==> src/design/aabb_pair_contact_tracker_macros.svh <==
// Assertion helpers shared by the contact tracker RTL.
// Both sample on clk and are disabled while rst_n is low.
`ifndef AABB_PAIR_CONTACT_TRACKER_MACROS_SVH
`define AABB_PAIR_CONTACT_TRACKER_MACROS_SVH

// General property check.
`define APCT_ASSERT(lbl, prop, msg) \
    lbl: assert property (@(posedge clk) disable iff (!rst_n) (prop)) else $error(msg);

// Same-cycle implication check.
`define APCT_ASSERT_IMP(lbl, ante, cons, msg) \
    lbl: assert property (@(posedge clk) disable iff (!rst_n) (ante) |-> (cons)) else $error(msg);

`endif

==> src/design/apct_pkg.sv <==
`default_nettype none

package apct_pkg;

    localparam int COORD_W = 16;

    typedef enum logic [1:0] {
        EV_NONE  = 2'd0,
        EV_ENTER = 2'd1,
        EV_STAY  = 2'd2,
        EV_EXIT  = 2'd3
    } contact_ev_t;

    // Commands from the controller to the datapath.
    typedef struct packed {
        logic clear;   // write one zero entry of the table at the sweep pointer
        logic load;    // capture an accepted input transaction
        logic lookup;  // read the pair entry and evaluate the box test
        logic commit;  // update the entry and load the result register
    } ctrl_cmd_t;

    // Status from the datapath to the controller.
    typedef struct packed {
        logic clear_last;  // sweep pointer is at the last table entry
    } ctrl_sts_t;

endpackage

`default_nettype wire

==> src/design/apct_ctrl.sv <==
`default_nettype none

module apct_ctrl
    import apct_pkg::*;
(
    input  wire logic      clk,
    input  wire logic      rst_n,
    input  wire logic      in_valid,
    output logic           in_stall,
    output logic           out_valid,
    input  wire logic      out_stall,
    output ctrl_cmd_t      cmd,
    input  wire ctrl_sts_t sts
);

    typedef enum logic [1:0] {
        ST_CLEAR,
        ST_IDLE,
        ST_LOOKUP,
        ST_UPDATE
    } state_t;

    state_t state_reg, state_next;
    logic   out_valid_reg, out_valid_next;

    always_comb
    begin
        state_next     = state_reg;
        out_valid_next = out_valid_reg && out_stall;
        cmd            = '0;
        unique case (state_reg)
            ST_CLEAR:
            begin
                cmd.clear = 1'b1;
                if (sts.clear_last)
                begin
                    state_next = ST_IDLE;
                end
            end
            ST_IDLE:
            begin
                if (in_valid)
                begin
                    cmd.load   = 1'b1;
                    state_next = ST_LOOKUP;
                end
            end
            ST_LOOKUP:
            begin
                cmd.lookup = 1'b1;
                state_next = ST_UPDATE;
            end
            ST_UPDATE:
            begin
                // The table entry is written only once the result has a slot.
                if (!out_valid_reg || !out_stall)
                begin
                    cmd.commit     = 1'b1;
                    out_valid_next = 1'b1;
                    state_next     = ST_IDLE;
                end
            end
        endcase
    end

    always_ff @(posedge clk or negedge rst_n)
    begin
        if (!rst_n)
        begin
            state_reg     <= ST_CLEAR;
            out_valid_reg <= 1'b0;
        end
        else
        begin
            state_reg     <= state_next;
            out_valid_reg <= out_valid_next;
        end
    end

    assign in_stall  = (state_reg != ST_IDLE);
    assign out_valid = out_valid_reg;

endmodule

`default_nettype wire

==> config.mk <==
export PLATFORM = sky130hd
export DESIGN_NAME = apct_ctrl
export DESIGN_NICKNAME = d
export VERILOG_FILES = /design/src/design/aabb_pair_contact_tracker_macros.svh /design/src/design/apct_pkg.sv /design/src/design/apct_ctrl.sv
export SDC_FILE = /design/constraint.sdc
export NUM_CORES = 1
export LEC_CHECK = 0
export BUFFER_PORTS_ARGS = -buffer_cell sky130_fd_sc_hd__buf_2
export CORE_AREA = 3 3 40 42
export CTS_BUF_LIST = sky130_fd_sc_hd__clkbuf_16
export CTS_CLUSTER_SIZE = 28
export DETAILED_ROUTE_END_ITERATION = 16
export DIE_AREA = 0 0 43 45
export SETUP_SLACK_MARGIN = 0.15
export SLEW_MARGIN = 20
export SYNTH_ARGS = -nofsm -noshare
export SYNTH_HDL_FRONTEND = slang
export SYNTH_SLANG_ARGS = --single-unit
==> constraint.sdc <==
create_clock -name clk -period 1.4 [get_ports clk]
set_clock_uncertainty 0.05 [all_clocks]
set_input_delay 0.14 -clock clk [delete_from_list [all_inputs] [get_ports clk]]
set_output_delay 0.14 -clock clk [all_outputs]
set_load 0.02 [all_outputs]
==> qor.yml <==
cts_made_buffers: 3
routed_wl_um: 550
gp_congestion: 0.627
cts_tree: "yes"
power_leakage_nw: 0.243
critPathMaxStageDelay_ps: 430
report.final.setup_viol: 0
grt_setup_unrepaired: "true"
setup.worst_path.class: "register to register"
dp_slack_ps: 34.8
start_kind: "register"
swShare: 0.339
synth_enable_flop_cells: 0
combinationalPowerShare: 0.561
path_cells: "ha_1, nand3_2, o221ai_4, mux2_4"
post-route-min-period_ps: 1390
seq_area_frac_synth: 0.337
wire_per_inst_um: 10.0
holdPathStages: 2
drt_iter0_drc: 4
p_sw_w: 0.000490
reg2reg_to: "state_reg[1]"
h-tree-depth: 1
rr_worst_depth: 4
worstPathRequired_ps: 1450
clock_power_share: 0.308
r2r_slack_ps: 10
synth_nets: 27
finalHoldViolCount: 0
slowest_stage: "dfrtp_2"
ir_worst_vdd_uv: 1140
ant_nets: 0
arrival_ps: 1440
ys_warn_count: 0
maxCapViolCount: 0
syn_to_final_growth_pct: 126
p_int_w: 0.000956
fin_nets: 50
synthTopCellsByArea: "dfrtp_1 (34%), ha_1 (22%), o221ai_4 (12%)"
synth_top_area_share: 0.337
status: "complete, no violations"
cts.sinks: 3
hold_slack_ps: 112
slew_headroom: 0.889
min_from: "out_stall"
power_per_cell_area_nw_per_um2: 2870
setup_slack_ps: 14.7
io_buffers: 10
largest_reg_flops: 2
ff_latch_area_um2: 76.3
async_flop_share: 1.00
core_area_um2: 1280
synth_common_cells: "ha_1 (4), dfrtp_1 (3), inv_1 (3)"
multiInputGateArea_um2: 173
num_rows: 13
drive_above_1_share: 0.800
fmax_ghz: 0.722
grt_overflow: 0
reg2reg_from: "state_reg[0]"
min_path_type: "primary input to register"
worst_pin_slew_ps: 162
num_vias: 215
die_area_um2: 1940
path_clk_slew_ps: 30
worstPathMaxFanout: 3
grt_pass1_vias: 228
route.detailed.drc: 0
ios: 11
min_period_over_period: 0.990
fillers: 120
crit_path_end_kind: "register"
finalMaxSlewViolations: 0
die_y_um: 45
n_antenna_cell: 0
worstHoldEndpoint: "out_valid"
drt-pass1-iter-count: 3
synth.most_common_cell: "ha_1"
cts_max_path_buffers: 2
syn_area_um2: 223
cts_root_buf: "clkbuf_16"
grt_max_degree: 5
synth_ff_type: "dfrtp_1"
seqPwrFrac: 0.131
grt_pass1_wl_um: 917
die_w_um: 43
synth_top_cell_by_area: "dfrtp_1"
via_per_inst: 3.91
startpoint: "state_reg[0]"
synth_area_per_cell_um2: 12.4
synthCells: 18
yosysUniqueCellTypes: 11
grtUsageTotal: 0.0668
synth_seq_cells: 3
worstSkewPairLatency_ps: 220
start_util: 0.173
antenna_found_initial: 0
## layout by cell type (no fill, tap or decap)
cell type / instances
ha_1: 1
inv_1: 1
dfrtp_1: 2
dfrtp_2: 1
mux2i_1: 1
o221ai_4: 1
buf_2: 7
inv_2: 4
and2_4: 1
buf_4: 4
nand3_2: 1
ha_4: 3
a21boi_1: 1
mux2_4: 1
a21o_1: 1
clkbuf_16: 3
buf_6: 6
dlygate4sd3_1: 1
## worst max-delay path by stage
stage,end,slack (ps),depth (start not counted)
after floorplan,state_reg[1],20,5
after global placement,state_reg[1],50,5
after detailed placement,state_reg[1],30,5
after CTS,cmd[2],10,5
after global routing,state_reg[1],-30,5
final,state_reg[1],10,4
## final cells by class
cell class / instances / area share
sequential: 3 / 0.151
inverter: 4 / 0.0298
multi-input combinational: 11 / 0.342
tap: 15 / 0.0372
clock buffer: 3 / 0.149
clock inverter: 1 / 0.00744
timing repair buffer: 18 / 0.283
## repair_timing
action,4_1_cts,5_1_grt
setup buffers,2,2
setup endpoints to repair,6,7
endpoints found under the hold margin,3,0
hold buffers,1,0
cloned,0,0
pin swaps,2,1
resized for setup,15,0
## per-layer routing
metal | track usage | vias up | part of all wire | wire length [um]
met5 | 0 | - | 0 | 0
met4 | 0.0723 | 0 | 0 | 0
met3 | 0.0120 | 0 | 0.085 | 47
met2 | 0.108 | 11 | 0.48 | 266
met1 | 0.0704 | 101 | 0.43 | 235
li1 | - | 103 | - | -
## power by group through the flow
| stage | clock (W) | sequential [W] | combinational, W |
|---|---|---|---|
| floorplan | 0 | 0.000195 | 0.000391 |
| global placement | 0 | 0.000177 | 0.000585 |
| detailed placement | 0 | 0.000182 | 0.000592 |
| CTS | 0.000451 | 0.000189 | 0.000776 |
| global route | 0.000461 | 0.000196 | 0.000879 |
| finish | 0.000445 | 0.000189 | 0.000812 |
## critical path: cells and delay by family, from the launching register on
family,cells,cell delay (ps)
flops,1,430
mux,1,310
fa+ha+maj,1,250
simple gates,1,110
compound gates,1,110
## cells by family after synthesis
kind of cell | count (synthesis) | synth area share
buffers and inverters | 4 | 0.0674
and+or+nand+nor | 2 | 0.0731
muxes | 2 | 0.112
adders and majority gates | 4 | 0.225
DFF | 3 | 0.337
AOI/OAI and AO/OA | 3 | 0.185
## metrics by stage
stage                     total power, W  utilization  TNS [ps]  instances  area, um2
after floorplan                 0.000586            -         0         18        238
after global placement          0.000763        0.256         0         46        329
after detailed placement        0.000775        0.256         0         46        329
after CTS                        0.00142        0.381         0         53        489
after global routing             0.00154        0.392     -94.9         55        504
final                            0.00145        0.392         0         55        504
No activity file was read; power rests on OpenSTA's default activity.
